[src/sv/sha_pkg.sv]
package sha_pkg;

    typedef logic [31:0] word_t;

    // control for the working variable bank
    typedef struct packed {
        logic shift_load;   // shift towards a, new word into h
        logic do_round;     // one compression round
        logic rotate;       // rotate a..h by one place
    } wv_ctrl_t;

    localparam logic [7:0] PAD_MARKER = 8'h80;

    function automatic word_t rotr(word_t x, int n);
        return (x >> n) | (x << (32 - n));
    endfunction

    function automatic word_t bsig0(word_t x);
        return rotr(x, 2) ^ rotr(x, 13) ^ rotr(x, 22);
    endfunction

    function automatic word_t bsig1(word_t x);
        return rotr(x, 6) ^ rotr(x, 11) ^ rotr(x, 25);
    endfunction

    function automatic word_t ssig0(word_t x);
        return rotr(x, 7) ^ rotr(x, 18) ^ (x >> 3);
    endfunction

    function automatic word_t ssig1(word_t x);
        return rotr(x, 17) ^ rotr(x, 19) ^ (x >> 10);
    endfunction

    function automatic word_t ch(word_t x, word_t y, word_t z);
        return (x & y) ^ (~x & z);
    endfunction

    function automatic word_t maj(word_t x, word_t y, word_t z);
        return (x & y) ^ (x & z) ^ (y & z);
    endfunction

    // big-endian byte insert; slot 0 starts a fresh word
    function automatic word_t put_byte(word_t acc, logic [1:0] slot, logic [7:0] b);
        word_t base;
        base = (slot == 2'd0) ? '0 : acc;
        case (slot)
            2'd0: base[31:24] = b;
            2'd1: base[23:16] = b;
            2'd2: base[15:8]  = b;
            default: base[7:0] = b;
        endcase
        return base;
    endfunction

    function automatic word_t init_hash(logic [2:0] i);
        word_t r;
        case (i)
            3'd0: r = 32'h6a09e667;
            3'd1: r = 32'hbb67ae85;
            3'd2: r = 32'h3c6ef372;
            3'd3: r = 32'ha54ff53a;
            3'd4: r = 32'h510e527f;
            3'd5: r = 32'h9b05688c;
            3'd6: r = 32'h1f83d9ab;
            default: r = 32'h5be0cd19;
        endcase
        return r;
    endfunction

    function automatic word_t round_k(logic [5:0] t);
        word_t r;
        case (t)
            6'd0:  r = 32'h428a2f98;  6'd1:  r = 32'h71374491;
            6'd2:  r = 32'hb5c0fbcf;  6'd3:  r = 32'he9b5dba5;
            6'd4:  r = 32'h3956c25b;  6'd5:  r = 32'h59f111f1;
            6'd6:  r = 32'h923f82a4;  6'd7:  r = 32'hab1c5ed5;
            6'd8:  r = 32'hd807aa98;  6'd9:  r = 32'h12835b01;
            6'd10: r = 32'h243185be;  6'd11: r = 32'h550c7dc3;
            6'd12: r = 32'h72be5d74;  6'd13: r = 32'h80deb1fe;
            6'd14: r = 32'h9bdc06a7;  6'd15: r = 32'hc19bf174;
            6'd16: r = 32'he49b69c1;  6'd17: r = 32'hefbe4786;
            6'd18: r = 32'h0fc19dc6;  6'd19: r = 32'h240ca1cc;
            6'd20: r = 32'h2de92c6f;  6'd21: r = 32'h4a7484aa;
            6'd22: r = 32'h5cb0a9dc;  6'd23: r = 32'h76f988da;
            6'd24: r = 32'h983e5152;  6'd25: r = 32'ha831c66d;
            6'd26: r = 32'hb00327c8;  6'd27: r = 32'hbf597fc7;
            6'd28: r = 32'hc6e00bf3;  6'd29: r = 32'hd5a79147;
            6'd30: r = 32'h06ca6351;  6'd31: r = 32'h14292967;
            6'd32: r = 32'h27b70a85;  6'd33: r = 32'h2e1b2138;
            6'd34: r = 32'h4d2c6dfc;  6'd35: r = 32'h53380d13;
            6'd36: r = 32'h650a7354;  6'd37: r = 32'h766a0abb;
            6'd38: r = 32'h81c2c92e;  6'd39: r = 32'h92722c85;
            6'd40: r = 32'ha2bfe8a1;  6'd41: r = 32'ha81a664b;
            6'd42: r = 32'hc24b8b70;  6'd43: r = 32'hc76c51a3;
            6'd44: r = 32'hd192e819;  6'd45: r = 32'hd6990624;
            6'd46: r = 32'hf40e3585;  6'd47: r = 32'h106aa070;
            6'd48: r = 32'h19a4c116;  6'd49: r = 32'h1e376c08;
            6'd50: r = 32'h2748774c;  6'd51: r = 32'h34b0bcb5;
            6'd52: r = 32'h391c0cb3;  6'd53: r = 32'h4ed8aa4a;
            6'd54: r = 32'h5b9cca4f;  6'd55: r = 32'h682e6ff3;
            6'd56: r = 32'h748f82ee;  6'd57: r = 32'h78a5636f;
            6'd58: r = 32'h84c87814;  6'd59: r = 32'h8cc70208;
            6'd60: r = 32'h90befffa;  6'd61: r = 32'ha4506ceb;
            6'd62: r = 32'hbef9a3f7;  default: r = 32'hc67178f2;
        endcase
        return r;
    endfunction

endpackage

[src/sv/sha_ram.sv]
module sha_ram #(
    parameter int WIDTH = 32,
    parameter int DEPTH = 16
) (
    input  logic                     clk,
    input  logic                     we,
    input  logic [$clog2(DEPTH)-1:0] wr_addr,
    input  logic [WIDTH-1:0]         wr_data,
    input  logic [$clog2(DEPTH)-1:0] rd_addr_a,
    input  logic [$clog2(DEPTH)-1:0] rd_addr_b,
    output logic [WIDTH-1:0]         rd_data_a,
    output logic [WIDTH-1:0]         rd_data_b
);

    logic [WIDTH-1:0] mem [DEPTH];

    always_ff @(posedge clk)
    begin
        if (we)
        begin
            mem[wr_addr] <= wr_data;
        end
        rd_data_a <= mem[rd_addr_a];
        rd_data_b <= mem[rd_addr_b];
    end

endmodule

[src/sv/sha_wvars.sv]
module sha_wvars (
    input  logic              clk,
    input  sha_pkg::wv_ctrl_t ctrl,
    input  sha_pkg::word_t    shift_in,
    input  sha_pkg::word_t    round_w,
    input  logic [5:0]        round_t,
    output sha_pkg::word_t    head
);
    import sha_pkg::*;

    // v_reg[0] is a, v_reg[7] is h
    word_t v_reg [8];
    word_t t1;
    word_t t2;

    always_comb
    begin
        t1 = v_reg[7] + bsig1(v_reg[4]) + ch(v_reg[4], v_reg[5], v_reg[6])
             + round_k(round_t) + round_w;
        t2 = bsig0(v_reg[0]) + maj(v_reg[0], v_reg[1], v_reg[2]);
    end

    always_ff @(posedge clk)
    begin
        if (ctrl.do_round)
        begin
            v_reg[7] <= v_reg[6];
            v_reg[6] <= v_reg[5];
            v_reg[5] <= v_reg[4];
            v_reg[4] <= v_reg[3] + t1;
            v_reg[3] <= v_reg[2];
            v_reg[2] <= v_reg[1];
            v_reg[1] <= v_reg[0];
            v_reg[0] <= t1 + t2;
        end
        else if (ctrl.shift_load || ctrl.rotate)
        begin
            for (int i = 0; i < 7; i++)
            begin
                v_reg[i] <= v_reg[i + 1];
            end
            v_reg[7] <= ctrl.rotate ? v_reg[0] : shift_in;
        end
    end

    assign head = v_reg[0];

endmodule

[src/sv/sha256_message_hasher.sv]
// SHA-256 over a byte stream. Each input word carries one byte (tdata), a byte-present
// flag (tuser) and an end-of-message flag (tlast); an end word makes the block pad the
// message, append the 64-bit bit length and send the eight digest words, most significant
// first, with tuser as the word index and tlast on the eighth. Bytes go in one per cycle
// until a 64-byte block is full; the block is then compressed with input held off: it
// loads a..h from the chaining memory, runs 64 rounds (two reads of the dual-port schedule
// memory, expansion, round) and folds a..h back into the chaining memory.
// An end word adds padding writes to the schedule memory ahead of the last compression,
// plus a second padding pass and a further compression when fewer than 9 byte slots are
// left for the length. The fold of the last compression hands out the digest words in
// turn while the output keeps up, and stalls while a word waits to be taken.
// After the digest the hasher starts over from the standard initial value.
module sha256_message_hasher (
    input  logic        clk,
    input  logic        rst_n,
    input  logic        s_axis_tvalid,
    output logic        s_axis_tready,
    input  logic [7:0]  s_axis_tdata,   // data_byte
    input  logic        s_axis_tuser,   // byte_present
    input  logic        s_axis_tlast,   // end_of_message
    output logic        m_axis_tvalid,
    input  logic        m_axis_tready,
    output logic [31:0] m_axis_tdata,   // digest_word
    output logic [2:0]  m_axis_tuser,   // word_index
    output logic        m_axis_tlast    // last_word
);
    import sha_pkg::*;

    typedef enum logic [8:0] {
        S_IDLE    = 9'b000000001,
        S_PAD     = 9'b000000010,
        S_LOAD    = 9'b000000100,
        S_RND0    = 9'b000001000,
        S_RND1    = 9'b000010000,
        S_RND2    = 9'b000100000,
        S_RND3    = 9'b001000000,
        S_FIN_RD  = 9'b010000000,
        S_FIN_ADD = 9'b100000000
    } state_t;

    state_t      state_reg, state_next;
    logic [5:0]  pos_reg, pos_next;
    word_t       acc_reg, acc_next;
    logic [63:0] bitcnt_reg, bitcnt_next;
    logic [5:0]  round_reg, round_next;
    logic [3:0]  cnt_reg, cnt_next;
    logic [3:0]  pad_word_reg, pad_word_next;
    logic        pad_first_reg, pad_first_next;
    logic        pad_len_reg, pad_len_next;
    logic        end_pend_reg, end_pend_next;
    logic        final_reg, final_next;
    logic [7:0]  cv_valid_reg, cv_valid_next;
    logic        cv_vld_q_reg;
    logic [2:0]  cv_addr_q_reg;
    word_t       x2_reg, x2_next;
    word_t       x7_reg, x7_next;
    word_t       w_reg, w_next;
    logic        out_valid_reg, out_valid_next;
    word_t       out_data_reg;
    logic [2:0]  out_index_reg;
    logic        out_last_reg;

    logic        in_acc;
    logic        out_load;
    word_t       sum;
    word_t       cv_word;
    word_t       cv_rdata;
    logic        cv_we;
    logic [2:0]  cv_addr;

    logic        sched_we;
    logic [3:0]  sched_waddr;
    word_t       sched_wdata;
    logic [3:0]  sched_ra;
    logic [3:0]  sched_rb;
    word_t       sched_da;
    word_t       sched_db;

    wv_ctrl_t    wv_ctrl;
    word_t       wv_head;

    assign s_axis_tready = (state_reg == S_IDLE);
    assign in_acc        = s_axis_tvalid && s_axis_tready;
    assign cv_addr       = cnt_reg[2:0];
    assign cv_word       = cv_vld_q_reg ? cv_rdata : init_hash(cv_addr_q_reg);
    assign sum           = cv_word + wv_head;

    assign sched_ra = (state_reg == S_RND1) ? round_reg[3:0] - 4'd15 : round_reg[3:0] - 4'd2;
    assign sched_rb = (state_reg == S_RND1) ? round_reg[3:0] : round_reg[3:0] - 4'd7;

    sha_ram #(.WIDTH(32), .DEPTH(16)) u_sched_ram (
        .clk       (clk),
        .we        (sched_we),
        .wr_addr   (sched_waddr),
        .wr_data   (sched_wdata),
        .rd_addr_a (sched_ra),
        .rd_addr_b (sched_rb),
        .rd_data_a (sched_da),
        .rd_data_b (sched_db)
    );

    sha_ram #(.WIDTH(32), .DEPTH(8)) u_chain_ram (
        .clk       (clk),
        .we        (cv_we),
        .wr_addr   (cv_addr),
        .wr_data   (sum),
        .rd_addr_a (cv_addr),
        .rd_addr_b (cv_addr),
        .rd_data_a (cv_rdata),
        .rd_data_b ()
    );

    sha_wvars u_wvars (
        .clk      (clk),
        .ctrl     (wv_ctrl),
        .shift_in (cv_word),
        .round_w  (w_reg),
        .round_t  (round_reg),
        .head     (wv_head)
    );

    always_comb
    begin
        state_next     = state_reg;
        pos_next       = pos_reg;
        acc_next       = acc_reg;
        bitcnt_next    = bitcnt_reg;
        round_next     = round_reg;
        cnt_next       = cnt_reg;
        pad_word_next  = pad_word_reg;
        pad_first_next = pad_first_reg;
        pad_len_next   = pad_len_reg;
        end_pend_next  = end_pend_reg;
        final_next     = final_reg;
        cv_valid_next  = cv_valid_reg;
        x2_next        = x2_reg;
        x7_next        = x7_reg;
        w_next         = w_reg;
        out_load       = 1'b0;
        cv_we          = 1'b0;
        sched_we       = 1'b0;
        sched_waddr    = pos_reg[5:2];
        sched_wdata    = acc_next;
        wv_ctrl        = '0;

        unique case (state_reg)
            S_IDLE:
            begin
                if (in_acc)
                begin
                    if (s_axis_tuser)
                    begin
                        acc_next    = put_byte(acc_reg, pos_reg[1:0], s_axis_tdata);
                        bitcnt_next = bitcnt_reg + 64'd8;
                        pos_next    = pos_reg + 6'd1;
                        sched_we    = (pos_reg[1:0] == 2'd3);
                        sched_wdata = acc_next;
                    end
                    if (s_axis_tuser && pos_reg == 6'd63)
                    begin
                        // block full: compress now, pad afterwards if this ends it
                        state_next     = S_LOAD;
                        cnt_next       = 4'd0;
                        final_next     = 1'b0;
                        end_pend_next  = s_axis_tlast;
                        pad_word_next  = 4'd0;
                        pad_first_next = 1'b1;
                        pad_len_next   = 1'b1;
                    end
                    else if (s_axis_tlast)
                    begin
                        state_next     = S_PAD;
                        end_pend_next  = 1'b1;
                        pad_word_next  = pos_next[5:2];
                        pad_first_next = 1'b1;
                        pad_len_next   = (pos_next < 6'd56);
                    end
                end
            end
            S_PAD:
            begin
                sched_we    = 1'b1;
                sched_waddr = pad_word_reg;
                if (pad_first_reg)
                begin
                    sched_wdata = put_byte(acc_reg, pos_reg[1:0], PAD_MARKER);
                end
                else if (pad_len_reg && pad_word_reg == 4'd14)
                begin
                    sched_wdata = bitcnt_reg[63:32];
                end
                else if (pad_len_reg && pad_word_reg == 4'd15)
                begin
                    sched_wdata = bitcnt_reg[31:0];
                end
                else
                begin
                    sched_wdata = '0;
                end
                pad_first_next = 1'b0;
                if (pad_word_reg == 4'd15)
                begin
                    state_next = S_LOAD;
                    cnt_next   = 4'd0;
                    final_next = pad_len_reg;
                    // no room for the length: a second block follows
                    pad_word_next = 4'd0;
                    pad_len_next  = 1'b1;
                end
                else
                begin
                    pad_word_next = pad_word_reg + 4'd1;
                end
            end
            S_LOAD:
            begin
                wv_ctrl.shift_load = (cnt_reg != 4'd0);
                cnt_next = cnt_reg + 4'd1;
                if (cnt_reg == 4'd8)
                begin
                    state_next = S_RND0;
                    round_next = 6'd0;
                    cnt_next   = 4'd0;
                end
            end
            S_RND0:
            begin
                state_next = S_RND1;
            end
            S_RND1:
            begin
                x2_next    = sched_da;
                x7_next    = sched_db;
                state_next = S_RND2;
            end
            S_RND2:
            begin
                if (round_reg < 6'd16)
                begin
                    w_next = sched_db;
                end
                else
                begin
                    w_next      = ssig1(x2_reg) + x7_reg + ssig0(sched_da) + sched_db;
                    sched_we    = 1'b1;
                    sched_waddr = round_reg[3:0];
                    sched_wdata = w_next;
                end
                state_next = S_RND3;
            end
            S_RND3:
            begin
                wv_ctrl.do_round = 1'b1;
                if (round_reg == 6'd63)
                begin
                    state_next = S_FIN_RD;
                    cnt_next   = 4'd0;
                end
                else
                begin
                    round_next = round_reg + 6'd1;
                    state_next = S_RND0;
                end
            end
            S_FIN_RD:
            begin
                // digest words wait for a free output slot
                if (!final_reg || !out_valid_reg || m_axis_tready)
                begin
                    state_next = S_FIN_ADD;
                end
            end
            S_FIN_ADD:
            begin
                wv_ctrl.rotate = 1'b1;
                if (final_reg)
                begin
                    out_load = 1'b1;
                end
                else
                begin
                    cv_we = 1'b1;
                    cv_valid_next[cv_addr] = 1'b1;
                end
                cnt_next = cnt_reg + 4'd1;
                if (cnt_reg == 4'd7)
                begin
                    cnt_next = 4'd0;
                    if (final_reg)
                    begin
                        state_next    = S_IDLE;
                        cv_valid_next = '0;
                        bitcnt_next   = '0;
                        pos_next      = '0;
                        end_pend_next = 1'b0;
                        final_next    = 1'b0;
                    end
                    else if (end_pend_reg)
                    begin
                        state_next = S_PAD;
                    end
                    else
                    begin
                        state_next = S_IDLE;
                    end
                end
                else
                begin
                    state_next = S_FIN_RD;
                end
            end
            default:
            begin
                state_next = S_IDLE;
            end
        endcase
    end

    always_comb
    begin
        out_valid_next = out_valid_reg;
        if (out_load)
        begin
            out_valid_next = 1'b1;
        end
        else if (m_axis_tready)
        begin
            out_valid_next = 1'b0;
        end
    end

    always_ff @(posedge clk or negedge rst_n)
    begin
        if (!rst_n)
        begin
            state_reg     <= S_IDLE;
            pos_reg       <= '0;
            bitcnt_reg    <= '0;
            round_reg     <= '0;
            cnt_reg       <= '0;
            pad_word_reg  <= '0;
            pad_first_reg <= 1'b0;
            pad_len_reg   <= 1'b0;
            end_pend_reg  <= 1'b0;
            final_reg     <= 1'b0;
            cv_valid_reg  <= '0;
            cv_vld_q_reg  <= 1'b0;
            cv_addr_q_reg <= '0;
            out_valid_reg <= 1'b0;
        end
        else
        begin
            state_reg     <= state_next;
            pos_reg       <= pos_next;
            bitcnt_reg    <= bitcnt_next;
            round_reg     <= round_next;
            cnt_reg       <= cnt_next;
            pad_word_reg  <= pad_word_next;
            pad_first_reg <= pad_first_next;
            pad_len_reg   <= pad_len_next;
            end_pend_reg  <= end_pend_next;
            final_reg     <= final_next;
            cv_valid_reg  <= cv_valid_next;
            // valid bit travels with the registered chaining read
            cv_vld_q_reg  <= cv_valid_reg[cv_addr];
            cv_addr_q_reg <= cv_addr;
            out_valid_reg <= out_valid_next;
        end
    end

    always_ff @(posedge clk)
    begin
        acc_reg <= acc_next;
        x2_reg  <= x2_next;
        x7_reg  <= x7_next;
        w_reg   <= w_next;
        if (out_load)
        begin
            out_data_reg  <= sum;
            out_index_reg <= cv_addr;
            out_last_reg  <= (cv_addr == 3'd7);
        end
    end

    assign m_axis_tvalid = out_valid_reg;
    assign m_axis_tdata  = out_data_reg;
    assign m_axis_tuser  = out_index_reg;
    assign m_axis_tlast  = out_last_reg;

`ifndef ASSERT_OFF
    a_out_slot_free: assert property (@(posedge clk) disable iff (!rst_n)
        out_load |-> !out_valid_reg)
        else $error("digest word loaded over a pending word");

    a_round_end: assert property (@(posedge clk) disable iff (!rst_n)
        (state_reg == S_RND3 && round_reg == 6'd63) |=> (state_reg == S_FIN_RD))
        else $error("compression did not close after round 63");

    a_expand_write: assert property (@(posedge clk) disable iff (!rst_n)
        (sched_we && state_reg == S_RND2) |-> (round_reg >= 6'd16))
        else $error("schedule written during a message round");

    a_last_index: assert property (@(posedge clk) disable iff (!rst_n)
        (m_axis_tvalid && m_axis_tlast) |-> (m_axis_tuser == 3'd7))
        else $error("last digest word with wrong index");
`endif

endmodule

[config.mk]
export PLATFORM = sky130hd
export DESIGN_NAME = sha256_message_hasher
export DESIGN_NICKNAME = d
export VERILOG_FILES = /design/src/sv/sha_pkg.sv /design/src/sv/sha_ram.sv /design/src/sv/sha_wvars.sv /design/src/sv/sha256_message_hasher.sv
export SDC_FILE = /design/constraint.sdc
export NUM_CORES = 2
export LEC_CHECK = 0
export BUFFER_PORTS_ARGS = -buffer_cell sky130_fd_sc_hd__buf_4
export CORE_MARGIN = 4
export CORE_UTILIZATION = 55
export DETAILED_ROUTE_END_ITERATION = 8
export PLACE_DENSITY = 0.79
export SYNTH_ARGS = -nofsm -noshare
export SYNTH_HDL_FRONTEND = slang
export SYNTH_HIERARCHICAL = 1
export SYNTH_SLANG_ARGS = --single-unit
[constraint.sdc]
create_clock -name clk -period 11.69 [get_ports clk]
set_input_delay 2.338 -clock clk [delete_from_list [all_inputs] [get_ports clk]]
set_output_delay 2.338 -clock clk [all_outputs]
set_load 0.005 [all_outputs]
[Word-level counts from Yosys, hierarchy flattened]
Memories as Yosys holds them, arrays and structs flattened. A register that Yosys moved wholly into a read port is not among the register bits.
Cells that the tools add are included.
Word-level totals
  bits in registers: 274
  RAM bits: 1024
  bits in read-only memories: 2048
  bits of input ports: 14
  output and inout bits: 38
  word-level logic and storage cells: 267
  memories kept: 4
Operators by class
  add/sub/neg operators: 19
  order comparisons: 4
  equality and inequality tests: 36
  mux-type cells: 118
  bitwise gates (word level): 36
  reductions and logical operators: 29
Memory list
  (no name shown): depth 64, bits a word 32, rd ports 1, clocked after Yosys merged registers in 0, write ports 0, RTL line sha_pkg.sv:72  | case (t)
  u_sched_ram.mem: depth 16, bits a word 32, rd ports 2, clocked after Yosys merged registers in 2, write ports 1, RTL line sha_ram.sv:15  | logic [WIDTH-1:0] mem [DEPTH];
  u_chain_ram.mem: depth 8, bits a word 32, rd ports 1, clocked after Yosys merged registers in 1, write ports 1, RTL line sha_ram.sv:15
  u_wvars.v_reg: depth 8, bits a word 32, rd ports 8, clocked after Yosys merged registers in 0, write ports 8, RTL line sha_wvars.sv:12  | word_t v_reg [8];
Operators with widths (count)
  $mux W32: 18
  $add A32 B32 Y32: 11
  $xor A32 B32 Y32: 9
  $mux W64: 4
  $pmux W32 S7: 1
  $and A32 B32 Y32: 5
  $pmux W64 S2: 1
  $mux W8: 12
  $pmux W32 S3: 1
  $pmux W9 S9: 1
  $add A64 B4 Y64 const B: 1
  $mux W9: 7
  $mux W4: 13
  $mux W6: 8
  $mux W1: 38
  $not A32 Y32: 1
  $or A10 B32 Y32: 1
  $or A13 B32 Y32: 1
  $or A14 B32 Y32: 1
  $or A15 B32 Y32: 1
  $or A19 B32 Y32: 1
  $or A21 B32 Y32: 1
  $or A25 B32 Y32: 1
  $or A26 B32 Y32: 1
  56 further kinds: 103

[Longest topological paths before layout]
An unclocked memory read counts as a cell.
  depth in word-level cells: 10
  mapped depth: 35
  depth with buffers taken out: 33

[Cells and area by module]
Netlist, hierarchy kept.
Modules (own cells, without submodules)
  sha_ram at u_sched_ram: instances 1, cells each 1141, area an instance 24186.9 µm², sequential area each 16656.0 µm²
  sha_wvars: instances 1, cells each 2771, area an instance 23826.6 µm², sequential area each 7687.4 µm²
  sha256_message_hasher: instances 1, cells each 2034, area an instance 19132.1 µm², sequential area each 7603.5 µm²
  sha_ram at u_chain_ram: instances 1, cells each 561, area an instance 13175.1 µm², sequential area each 8968.6 µm²

[Worst setup path after synthesis]
No wires, ideal clock.
  kind: register to register
  from: register state_reg[5]
  to: memory u_wvars/v_reg[0][0] in the netlist's numbering, enable pin
  library setup time: 0.633 ns
  data arrival time: 7.878 ns
  data required time: 11.057 ns
  slack: 3.179 ns
  cell stages (with the launch flop): 10
  path buffers: 4
  period minus slack after synthesis: 8.511 ns
  cell sequence: dfrtp_1 -> clkbuf_1 -> or3_1 -> nor3_2 -> nand2_1 -> inv_2 -> clkbuf_1 -> clkbuf_1 -> clkbuf_1 -> or3_1
RTL lines
  start, declared: RTL line sha256_message_hasher.sv:41  | state_t state_reg, state_next;
  start signal, assigned: RTL line sha256_message_hasher.sv:353  | state_reg <= state_next;
  end, declared: RTL line sha_wvars.sv:12

==> results by group <==
Status
  • Outcome: complete, no violations

STA
  • Max-slew violation count: 0
  • Setup Total Neg Slack: 0 ns
  • Hold Fails Final Rpt: 0
  • Setup Viol. Count Final: 0
  • Clock skew: between 0.03 and 0.04 ns
  • RSZ-0062 raised after global routing: false
  • Fmax: about 110 MHz
  • Part of the cycle the worst path needs: 0.787
  • Measured slew at the worst slew-check pin: between 1 and 1.5 ns
  • Tmin final: 9.20 ns
  • Slew margin rel.: 0.123

Layout
  • Layout area overhead: 8.79%
  • Area of the multi-input gates: 0.0344 sq mm
  • Layout Nets: 6,639
  • Storage element area: around 0.04 sq mm
  • Fillers: between 10,000 and 15,000
  • Max reg flops: 512
  • Layout cells sized above 1: 0.128

Global route
  • Vias in the first global route: between 50,000 and 60,000
  • Largest net degree at the start of global routing: between 200 and 250
  • Grt total ovfl: 0
  • First-pass GRT wire length: between 300,000 and 400,000 um
  • Initial antenna violation count: 6
  • GRT Total Usage: 0.313

Critical path
  • Worst EP arrival: approximately 9.7 ns
  • Worst path max stage delay: about 0.61 ns
  • Slowest cell on crit path: ha_1
  • Cell mode on critical path: o21ai_0
  • Type of origin of the critical path: register
  • Cell family with most CP delay: compound AO/OA/AOI/OAI gates
  • Worst endpoint required time: 12.18 ns
  • Crit path buf inv count: 4
  • Critical Path End Type: register
  • Worst Path Max Fanout: 27
  • Crit path kind: register to register

Yosys
  • Mapped Avg Cell Area: ~12 sq um
  • Syn. warnings: 6
  • Synth Cell Area: around 0.078 sq mm
  • Syn_nets: 6,749
  • Synth Instances: about 6,400

Clock network
  • TritonCTS Sinks: between 1,000 and 1,500
  • H-tree Lvls: 4
  • Worst skew pair latency: ~0.78 ns
  • CTS Buf Count: between 100 and 150
  • # hold bufs at CTS: 0
  • PostCTS Resize Cnt: 0
  • Clock Pin Slew Worst Setup and Hold Paths: about 0.07 ns
  • Max Root-Sink Buffers: 3
  • CTS tree: built
  • Post-CTS setup buffer count: 0
  • CTS root buf: clkbuf_16

Floorplanning
  • Die W: roughly 380 um
  • # rows: ~140
  • IO Pins: 52
  • Core Area: 0.140 sq mm
  • Full die area: 0.147 sq mm
  • Chip Height: between 300 and 400 um
  • Initial Utilization: 0.555

Routing
  • Via count: 53,593
  • Final wirelength: around 230,000 um
  • Via density: 6.50
  • ANT nets after route: 0
  • Drt drc: 0
  • 1st-pass router iterations: 6
  • DRC marker count from the first detailed-route iteration: ~7,000
  • Drt wl/cell: 28.1 um

Power and ir drop
  • Max IR drop VDD: 0.367 mV
  • Leakage: ~31 nW
  • Final total power: between 0.02 and 0.03 W
  • PD cells: roughly 310 mW/mm^2

Place
  • RePlAce Congestion: around 0.98
  • Number of I/O port buffers: 51
  • DP Wirelength: roughly 150,000 um

Run
  • Max_cap viols: 0

Worst hold path
  • HP Class: register to register
-- stage by stage --
step / hold slack, ns / std cells / utilization / cell area (sq um) / setup WS (ns)
CTS: 0.507 / 8246 / 0.603 / 84400 / 2.68
global route: 0.521 / 8247 / 0.604 / 84400 / 1.93
global placement: 0.489 / 7981 / 0.570 / 79700 / 2.74
detailed placement: 0.489 / 7981 / 0.570 / 79700 / 2.69
floorplan: 0.408 / 6361 / - / 77600 / 3.18
finish: 0.503 / 8248 / 0.604 / 84400 / 2.49
-- layout make-up --
| class | instances | area share |
|---|---|---|
| antenna | 1 | 0.0000296 |
| clock buffer | 201 | 0.0470 |
| clock inverter | 64 | 0.00897 |
| inverter | 384 | 0.0172 |
| multi-input combinational | 4179 | 0.407 |
| sequential | 1391 | 0.477 |
| tap | 1876 | 0.0278 |
| timing repair buffer | 152 | 0.0146 |
-- power breakdown --
| part | internal [W] | leakage (nW) | switching [W] |
|---|---|---|---|
| registers | 0.00718 | 13.0 | 0.000330 |
| clock network | 0.00262 | 2.29 | 0.00201 |
| logic | 0.00524 | 15.9 | 0.00841 |
| total | 0.0150 | 31.1 | 0.0108 |
-- worst paths after layout --
| check | endpoint | from | cells past startpoint | slack (ns) |
|---|---|---|---|---|
| max in group asynchronous | round_reg[3]$_DFFE_PN0P_ | rst_n | 2 | 8.63 |
| min in group asynchronous | bitcnt_reg[55]$_DFFE_PN0P_ | rst_n | 1 | 1.56 |
| min reg2reg | x7_reg[15]$_DFFE_PP_ | u_sched_ram/rd_data_b[15]$_DFF_P_ | 0 | 0.50 |
| max | u_wvars/v_reg[0][29]$_DFFE_PP_ | round_reg[1]$_DFFE_PN0P_ | 33 | 2.49 |
| max reg2reg | u_wvars/v_reg[0][29]$_DFFE_PP_ | round_reg[1]$_DFFE_PN0P_ | 33 | 2.49 |
| min | x7_reg[15]$_DFFE_PP_ | u_sched_ram/rd_data_b[15]$_DFF_P_ | 0 | 0.50 |
-- layout by cell type, fill, tap and decap left out, types with 186 or more instances in the layout --
| master | instances |
|---|---|
| a21oi_1 | 318 |
| edfxtp_1 | 1188 |
| fa_1 | 188 |
| ha_1 | 186 |
| inv_1 | 377 |
| mux4_2 | 288 |
| nand2_1 | 907 |
| nor2_1 | 295 |
| o21ai_0 | 368 |
| xnor2_1 | 277 |
-- layer usage --
layer	vias up	global-route usage	wire [um]	part of all wire
met2	3200	0.499	109000	0.47
met5	-	0	27	0.00012
met3	697	0.0554	22900	0.099
met1	26640	0.415	85200	0.37
li1	23052	-	-	-
met4	4	0.164	14500	0.062
-- worst register-to-register path: cells and delay by family, from the launching register on --
family	cells	cell delay, ns
compound gates	14	3.35
xor+xnor	1	0.16
fa+ha+maj	6	2.59
buf+inv	4	0.72
flops	1	0.32
simple gates	8	1.79
Note: power is estimated with default switching activity, not from simulation.
